--- config.mk ---
export PLATFORM = sky130hd
export DESIGN_NAME = size_budget_lru_cache
export DESIGN_NICKNAME = d
export VERILOG_FILES = /design/src/sblc_pkg.sv /design/src/sblc_search.sv /design/src/size_budget_lru_cache.sv
export SDC_FILE = /design/constraint.sdc
export NUM_CORES = 2
export LEC_CHECK = 0
export BUFFER_PORTS_ARGS = -buffer_cell sky130_fd_sc_hd__buf_2
export CAP_MARGIN = 20
export CORE_ASPECT_RATIO = 0.7
export CORE_MARGIN = 5
export CORE_UTILIZATION = 65
export DETAILED_ROUTE_END_ITERATION = 16
export GPL_TIMING_DRIVEN = 1
export PLACE_DENSITY_LB_ADDON = 0.3
export SYNTH_ARGS = -nofsm -noshare
export SYNTH_HDL_FRONTEND = slang
export SYNTH_SLANG_ARGS = --single-unit
export TNS_END_PERCENT = 100
--- constraint.sdc ---
create_clock -name aclk -period 22.7 [get_ports aclk]
set_clock_uncertainty 0.15 [all_clocks]
set_input_delay 2.27 -clock aclk [delete_from_list [all_inputs] [get_ports aclk]]
set_output_delay 2.27 -clock aclk [all_outputs]
set_load 0.01 [all_outputs]
--- src/sblc_pkg.sv ---
// ----------------------------------------------------------------------------
// sblc_pkg
// Shared types and constants of the size-budget LRU cache directory.
// ----------------------------------------------------------------------------
package sblc_pkg;

    localparam int ENTRIES = 16;
    localparam int IDX_W   = $clog2(ENTRIES);
    localparam int CNT_W   = $clog2(ENTRIES + 1);
    localparam int KEY_W   = 32;
    localparam int SIZE_W  = 32;
    localparam int STAMP_W = 64;
    localparam int TOTAL_W = 36;
    localparam int LIM_W   = 5;
    localparam int CIDX_W  = 4;
    localparam int DATA_W  = SIZE_W + STAMP_W;

    typedef logic [KEY_W-1:0]   key_t;
    typedef logic [IDX_W-1:0]   idx_t;
    typedef logic [IDX_W-1:0]   age_t;
    typedef logic [CNT_W-1:0]   cnt_t;
    typedef logic [TOTAL_W-1:0] total_t;

    typedef enum logic [1:0] {
        ST_HIT    = 2'd0,
        ST_LOADED = 2'd1,
        ST_STALE  = 2'd2,
        ST_UNREAD = 2'd3
    } status_t;

    localparam logic [CIDX_W-1:0] REG_MAX_BYTES   = 4'd0;
    localparam logic [CIDX_W-1:0] REG_MAX_ENTRIES = 4'd1;

    // Result of one parallel pass over the directory.
    typedef struct packed {
        logic hit;
        idx_t hit_idx;
        logic free;
        idx_t free_idx;
        idx_t old_idx;
    } search_t;

endpackage

--- src/sblc_search.sv ---
// ----------------------------------------------------------------------------
// sblc_search
// Key match, first free slot and least-recent entry over the directory.
// ----------------------------------------------------------------------------
module sblc_search import sblc_pkg::*; (
    input  key_t [ENTRIES-1:0] keys,
    input  logic [ENTRIES-1:0] valid,
    input  age_t [ENTRIES-1:0] ages,
    input  key_t               key,
    input  cnt_t               count,
    output search_t            res
);

    cnt_t last_rank;

    always_comb begin
        last_rank = cnt_t'(count - cnt_t'(1));
        res = '0;
        // Walking down leaves the lowest matching index in place.
        for (int i = ENTRIES - 1; i >= 0; i--) begin
            if (valid[i] && keys[i] == key) begin
                res.hit     = 1'b1;
                res.hit_idx = idx_t'(i);
            end
            if (!valid[i]) begin
                res.free     = 1'b1;
                res.free_idx = idx_t'(i);
            end
            // Valid ranks are distinct 0..count-1, so the oldest holds count-1.
            if (valid[i] && cnt_t'(ages[i]) == last_rank) begin
                res.old_idx = idx_t'(i);
            end
        end
    end

endmodule

--- src/size_budget_lru_cache.sv ---
// ----------------------------------------------------------------------------
// size_budget_lru_cache
// LRU cache directory with a byte budget and an entry limit.
// ----------------------------------------------------------------------------
//  Channel   Direction  Handshake             Words
//  s_        in         s_valid / s_ready     request: key, size, stamp, readable
//  m_        out        m_valid / m_ready     result: status, counts, byte total
//  cfg_      in         cfg_valid / cfg_ready register index and write data
//
//  A hit or unreadable item passes look and check; a miss adds insert and trim,
//  and each evicted entry adds read and evict: it reads the victim's size from
//  the entry memory, subtracts it and checks the limits again. One request is
//  worked at a time. A finished result waits in the output register while the
//  next request is taken. Reset is synchronous and empties the directory.
// ----------------------------------------------------------------------------
module size_budget_lru_cache import sblc_pkg::*; (
    input  logic                aclk,
    input  logic                aresetn,
    input  logic                s_valid,
    output logic                s_ready,
    input  logic [KEY_W-1:0]    s_key,
    input  logic [SIZE_W-1:0]   s_item_bytes,
    input  logic [STAMP_W-1:0]  s_stamp,
    input  logic                s_readable,
    output logic                m_valid,
    input  logic                m_ready,
    output logic [1:0]          m_status,
    output logic                m_stays_cached,
    output logic [4:0]          m_evicted_count,
    output logic [TOTAL_W-1:0]  m_total_bytes,
    output logic [4:0]          m_entry_count,
    input  logic                cfg_valid,
    output logic                cfg_ready,
    input  logic [CIDX_W-1:0]   cfg_index,
    input  logic [TOTAL_W-1:0]  cfg_data
);

    typedef enum logic [7:0] {
        S_IDLE  = 8'b0000_0001,
        S_LOOK  = 8'b0000_0010,
        S_CHECK = 8'b0000_0100,
        S_INS   = 8'b0000_1000,
        S_EVRD  = 8'b0001_0000,
        S_EVICT = 8'b0010_0000,
        S_TRIM  = 8'b0100_0000,
        S_DONE  = 8'b1000_0000
    } state_t;

    state_t state_reg, state_next;

    key_t [ENTRIES-1:0] key_reg, key_next;
    age_t [ENTRIES-1:0] age_reg, age_next;
    logic [ENTRIES-1:0] valid_reg, valid_next;
    cnt_t   count_reg, count_next;
    total_t total_reg, total_next;
    total_t max_bytes_reg, max_bytes_next;
    logic [LIM_W-1:0] max_entries_reg, max_entries_next;

    key_t               req_key_reg;
    logic [SIZE_W-1:0]  req_bytes_reg;
    logic [STAMP_W-1:0] req_stamp_reg;
    logic               req_readable_reg;

    logic    hit_reg, hit_next;
    idx_t    hit_idx_reg, hit_idx_next;
    idx_t    slot_reg, slot_next;
    idx_t    victim_reg, victim_next;
    logic    ins_pend_reg, ins_pend_next;
    cnt_t    evicted_reg, evicted_next;
    status_t status_reg, status_next;
    logic    stays_reg, stays_next;

    logic         out_valid_reg, out_valid_next;
    status_t      out_status_reg;
    logic         out_stays_reg;
    cnt_t         out_evicted_reg;
    total_t       out_total_reg;
    cnt_t         out_count_reg;
    logic         out_load;

    // Entry memory: item size and stamp, one word per slot.
    logic [DATA_W-1:0] data_mem [ENTRIES];
    logic [DATA_W-1:0] mem_rdata;
    logic              mem_we;
    idx_t              mem_raddr;
    logic [SIZE_W-1:0]  rd_bytes;
    logic [STAMP_W-1:0] rd_stamp;

    search_t srch;
    cnt_t    limit;
    logic    hit_ok;
    logic    accept;

    sblc_search u_search (
        .keys  (key_reg),
        .valid (valid_reg),
        .ages  (age_reg),
        .key   (req_key_reg),
        .count (count_reg),
        .res   (srch)
    );

    function automatic total_t sub_sat(total_t a, logic [SIZE_W-1:0] b);
        total_t bw;
        bw = total_t'(b);
        return (a >= bw) ? total_t'(a - bw) : '0;
    endfunction

    assign s_ready   = (state_reg == S_IDLE);
    assign cfg_ready = 1'b1;
    assign accept    = s_valid && s_ready;
    assign rd_bytes  = mem_rdata[DATA_W-1 -: SIZE_W];
    assign rd_stamp  = mem_rdata[STAMP_W-1:0];
    assign limit     = (cnt_t'(max_entries_reg) > cnt_t'(ENTRIES)) ? cnt_t'(ENTRIES)
                                                                   : cnt_t'(max_entries_reg);
    assign hit_ok    = hit_reg && req_readable_reg && rd_bytes == req_bytes_reg
                       && rd_stamp == req_stamp_reg;
    assign mem_we    = (state_reg == S_INS) && (count_reg != cnt_t'(ENTRIES));
    assign mem_raddr = (state_reg == S_EVRD) ? srch.old_idx : srch.hit_idx;
    assign out_load  = (state_reg == S_DONE) && (!out_valid_reg || m_ready);

    always_ff @(posedge aclk) begin
        if (mem_we) begin
            data_mem[srch.free_idx] <= {req_bytes_reg, req_stamp_reg};
        end
        mem_rdata <= data_mem[mem_raddr];
    end

    always_comb begin
        state_next       = state_reg;
        key_next         = key_reg;
        age_next         = age_reg;
        valid_next       = valid_reg;
        count_next       = count_reg;
        total_next       = total_reg;
        max_bytes_next   = max_bytes_reg;
        max_entries_next = max_entries_reg;
        hit_next         = hit_reg;
        hit_idx_next     = hit_idx_reg;
        slot_next        = slot_reg;
        victim_next      = victim_reg;
        ins_pend_next    = ins_pend_reg;
        evicted_next     = evicted_reg;
        status_next      = status_reg;
        stays_next       = stays_reg;
        out_valid_next   = out_valid_reg;

        if (cfg_valid && cfg_ready) begin
            if (cfg_index == REG_MAX_BYTES) begin
                max_bytes_next = cfg_data;
            end else if (cfg_index == REG_MAX_ENTRIES) begin
                max_entries_next = cfg_data[LIM_W-1:0];
            end
        end

        if (m_ready) begin
            out_valid_next = 1'b0;
        end

        unique case (state_reg)
            S_IDLE: begin
                if (accept) begin
                    evicted_next  = '0;
                    ins_pend_next = 1'b0;
                    stays_next    = 1'b0;
                    state_next    = S_LOOK;
                end
            end
            S_LOOK: begin
                hit_next     = srch.hit;
                hit_idx_next = srch.hit_idx;
                state_next   = S_CHECK;
            end
            S_CHECK: begin
                if (hit_ok) begin
                    for (int j = 0; j < ENTRIES; j++) begin
                        if (valid_reg[j] && age_reg[j] < age_reg[hit_idx_reg]) begin
                            age_next[j] = age_t'(age_reg[j] + age_t'(1));
                        end
                    end
                    age_next[hit_idx_reg] = '0;
                    status_next = ST_HIT;
                    stays_next  = 1'b1;
                    state_next  = S_DONE;
                end else begin
                    if (hit_reg) begin
                        // Stale entry: close its rank gap and take back its bytes.
                        valid_next[hit_idx_reg] = 1'b0;
                        for (int j = 0; j < ENTRIES; j++) begin
                            if (valid_reg[j] && age_reg[j] > age_reg[hit_idx_reg]) begin
                                age_next[j] = age_t'(age_reg[j] - age_t'(1));
                            end
                        end
                        total_next = sub_sat(total_reg, rd_bytes);
                        count_next = cnt_t'(count_reg - cnt_t'(1));
                    end
                    if (!req_readable_reg) begin
                        status_next = ST_UNREAD;
                        state_next  = S_DONE;
                    end else begin
                        status_next = hit_reg ? ST_STALE : ST_LOADED;
                        state_next  = S_INS;
                    end
                end
            end
            S_INS: begin
                if (count_reg == cnt_t'(ENTRIES)) begin
                    // Full table: make room by evicting the oldest entry first.
                    ins_pend_next = 1'b1;
                    state_next    = S_EVRD;
                end else begin
                    for (int j = 0; j < ENTRIES; j++) begin
                        if (valid_reg[j]) begin
                            age_next[j] = age_t'(age_reg[j] + age_t'(1));
                        end
                    end
                    age_next[srch.free_idx]   = '0;
                    valid_next[srch.free_idx] = 1'b1;
                    key_next[srch.free_idx]   = req_key_reg;
                    total_next    = total_t'(total_reg + total_t'(req_bytes_reg));
                    count_next    = cnt_t'(count_reg + cnt_t'(1));
                    slot_next     = srch.free_idx;
                    ins_pend_next = 1'b0;
                    state_next    = S_TRIM;
                end
            end
            S_EVRD: begin
                victim_next = srch.old_idx;
                state_next  = S_EVICT;
            end
            S_EVICT: begin
                // The oldest entry holds the top rank, so no other rank moves.
                valid_next[victim_reg] = 1'b0;
                total_next   = sub_sat(total_reg, rd_bytes);
                count_next   = cnt_t'(count_reg - cnt_t'(1));
                evicted_next = cnt_t'(evicted_reg + cnt_t'(1));
                state_next   = ins_pend_reg ? S_INS : S_TRIM;
            end
            S_TRIM: begin
                if (count_reg != '0 && (total_reg > max_bytes_reg || count_reg > limit)) begin
                    state_next = S_EVRD;
                end else begin
                    stays_next = valid_reg[slot_reg];
                    state_next = S_DONE;
                end
            end
            S_DONE: begin
                if (out_load) begin
                    out_valid_next = 1'b1;
                    state_next     = S_IDLE;
                end
            end
            default: begin
                state_next = S_IDLE;
            end
        endcase
    end

    always_ff @(posedge aclk) begin
        if (!aresetn) begin
            state_reg       <= S_IDLE;
            valid_reg       <= '0;
            age_reg         <= '0;
            count_reg       <= '0;
            total_reg       <= '0;
            max_bytes_reg   <= total_t'(64'd16777216);
            max_entries_reg <= LIM_W'(ENTRIES);
            out_valid_reg   <= 1'b0;
            hit_reg         <= 1'b0;
            ins_pend_reg    <= 1'b0;
            evicted_reg     <= '0;
        end else begin
            state_reg       <= state_next;
            valid_reg       <= valid_next;
            age_reg         <= age_next;
            count_reg       <= count_next;
            total_reg       <= total_next;
            max_bytes_reg   <= max_bytes_next;
            max_entries_reg <= max_entries_next;
            out_valid_reg   <= out_valid_next;
            hit_reg         <= hit_next;
            ins_pend_reg    <= ins_pend_next;
            evicted_reg     <= evicted_next;
        end
    end

    always_ff @(posedge aclk) begin
        key_reg     <= key_next;
        hit_idx_reg <= hit_idx_next;
        slot_reg    <= slot_next;
        victim_reg  <= victim_next;
        status_reg  <= status_next;
        stays_reg   <= stays_next;
        if (accept) begin
            req_key_reg      <= s_key;
            req_bytes_reg    <= s_item_bytes;
            req_stamp_reg    <= s_stamp;
            req_readable_reg <= s_readable;
        end
        if (out_load) begin
            out_status_reg  <= status_reg;
            out_stays_reg   <= stays_reg;
            out_evicted_reg <= evicted_reg;
            out_total_reg   <= total_reg;
            out_count_reg   <= count_reg;
        end
    end

    assign m_valid         = out_valid_reg;
    assign m_status        = out_status_reg;
    assign m_stays_cached  = out_stays_reg;
    assign m_evicted_count = 5'(out_evicted_reg);
    assign m_total_bytes   = out_total_reg;
    assign m_entry_count   = 5'(out_count_reg);

endmodule

==> run summary <==
status = finished, final reports clean
ys flop type = edfxtp_1
# rows = 126
Wirelength per Cell = 29.5 um
Reg power frac = 0.564
hpwl dp = 179 mm
starting density of the core = 0.655
final hold vios = 0
post-synthesis register bit count = 2515
Routed WL = 309 mm
slowest stage cell on the critical path = nor4_2
commonest non-fill, non-tap cell in the layout = edfxtp_1
Syn-to-layout area delta = 9.32%
RSZ-0062 raised after global routing = false
Metal-1 WL = 122 mm
total gr overflow = 0
Root Buffer = clkbuf_16
HP Class = flip-flop to flip-flop
Rel. slew slack = 0.212
Max Freq = 136 MHz
TritonRoute pass-1 iters = 9
die height = 355 um
CP endpoint kind = flip-flop
Residual DRC = 0
Routed Antenna Nets = 0
Static Leak = 39.2 nW
share of layout cells above drive strength 1 = 0.105
vias in the first global route = 69941
CTS Buffer Depth = 3
combinational fraction of design power = 0.033
CTS tree = built
crit-path max cell delay = 0.88 ns
post-CTS sizing = 0
met3 routed WL = 44.7 mm
GP Congestion = 0.984
critical path required time = 23.31 ns
global-route wire length before repair = 452 mm
Period minus WS final = 7.34 ns
clk slew on worst S/H paths = 0.07 ns
Yosys warning total = 0
Vias/cell = 6.94
CP delay by family, top = simple AND/OR/NAND/NOR gates
maximum number of pins on one net before global-route repair = 177
fin nets = 8411
met2 routed wirelength = 132 mm
most frequent cells in the layout = edfxtp_1, mux2i_1, a21oi_1, xor2_1, nor2_1
Post-synth EDFFs = 2241
sequential share of the synthesized area = 0.658
initial DRC count = 11287
IO Pins = 226
GRT Total Usage = 0.339
Syn Nets = 8287
highest routing layer actually used = met5
Sw Ratio = 0.216
Worst Path Buf+Inv = 5
clk_lat worst skew = 0.87 ns
sw power = 1.97 mW
fin crit share = 0.323
port buffer count = 224
Finished Core Util = 0.716
antenna violations before repair = 14
CTS Buf Count = 215
Cells after Synth = 7907
number of flip-flops in the largest register = 1536
Tightest Pin Transition = 1.17 ns
core area = 169000 sq um
Post-Route Setup TNS = 0 ns
die area = 179000 sq um
post-synth design cell area = 111000 sq um
Int Power = 7.16 mW
Worst VDD drop = 0.0000716 V
# hold bufs at CTS = 0
Final Max Tran Viols = 0
Startpoint Class = flip-flop
worst endpoint data arrival time = 7.95 ns
clock power share = 0.403
Crit Path Class = flip-flop to flip-flop
depth of the CTS H-tree = 4
mean post-synth cell area = 14.0 sq um
final setup fails = 0
power per standard cell area = 75.5 nW/um^2
worst-path fanout max = 79
Post-synth ARST share = 0
Sink Count = 2515
Die Wd = 503 um
crit path cell chain = buf_4 > inv_1 > ha_1 > nor3b_4 > xnor2_1 > nand4_1 > nor4bb_1 > nor3_1 > nor2_1 > nor4_2 > a21o_4 > buf_4 > buf_16 > buf_4 > a221oi_1 > nor3_1 > a21oi_1 > a21oi_1
via count = 72691
Synth cell types = 87
Critical Path Most Common Cell = buf_4
setup bufs post-CTS = 0
max_cap viols = 0
power groups by stage:
stage	registers, mW	logic (mW)	clock network (mW)
6_report	5.15	0.299	3.68
5_1_grt	5.15	0.312	3.90
4_1_cts	5.15	0.291	3.69
3_5_place_dp	5.25	0.288	0
3_3_place_gp	5.25	0.281	0
2_1_floorplan	5.23	0.154	0
metrics by stage:
step | cell area [sq um] | total power, mW | hold slack [ns] | setup slack (ns) | std cells
5_1_grt | 121000 | 9.37 | 0.295 | 15.13 | 10465
2_1_floorplan | 111000 | 5.39 | 0.250 | 14.48 | 7907
4_1_cts | 121000 | 9.13 | 0.286 | 15.31 | 10456
6_report | 121000 | 9.13 | 0.285 | 15.36 | 10467
3_5_place_dp | 114000 | 5.54 | 0.271 | 15.40 | 10047
3_3_place_gp | 114000 | 5.53 | 0.294 | 15.17 | 10045
worst paths after layout:
check | startpoint | cells past startpoint | to | slack [ns]
setup / recovery | count_reg[0] | 18 | mem_rdata[51] | 15.36
hold / removal | status_reg[0] | 0 | m_status[0] | 0.29
setup reg to reg | count_reg[0] | 18 | mem_rdata[51] | 15.36
hold reg to reg | status_reg[0] | 0 | m_status[0] | 0.29
cell type report:
| class | instances | area [sq um] |
|---|---|---|
| Fill cell | 10693 | 48000 |
| Clock buffer | 294 | 5900 |
| Sequential cell | 2515 | 72800 |
| Timing Repair Buffer | 367 | 2380 |
| Clock inverter | 115 | 1090 |
| Inverter | 231 | 952 |
| Antenna cell | 4 | 10.0 |
| Multi-Input combinational cell | 4701 | 35100 |
| Tap cell | 2240 | 2800 |
cell families after synthesis:
logic type / count (synthesis) / synth area share
AOI/OAI and AO/OA: 1591 / 0.102
muxes: 620 / 0.0594
adders and majority gates: 206 / 0.0234
buffers and inverters: 691 / 0.0272
DFF: 2515 / 0.658
xor gates and xnor gates: 701 / 0.0573
and+or+nand+nor: 1582 / 0.0728
other: 1 / 0.0000339
synth_stat cells (28+ instances only):
library cell	count	area, sq um
o21a_1	36	270
a221oi_2	81	1220
clkbuf_1	205	769
mux4_2	29	653
o22ai_1	133	832
xor2_1	356	3120
a31oi_1	45	282
inv_1	229	860
o21ai_0	202	1010
xnor2_1	331	2900
dfxtp_1	274	5490
edfxtp_1	2241	67300
mux2i_1	588	5890
nand2_1	314	1180
ha_1	204	2550
nand2b_1	60	375
nor3_1	204	1020
a221oi_1	323	2830
a21o_1	70	526
a21oi_1	448	2240
a22oi_1	28	210
buf_2	180	901
nand3_1	108	541
nor4_1	170	1060
nand4_1	162	1010
buf_4	47	353
nor2b_1	63	394
nor2_1	342	1280
per-layer routing:
metal,vias to the layer above,track usage
met5,-,0
met4,8,0.116
met3,672,0.0934
met2,5234,0.486
met1,35805,0.507
li1,30972,-
Power figures use the tool's default switching activity.
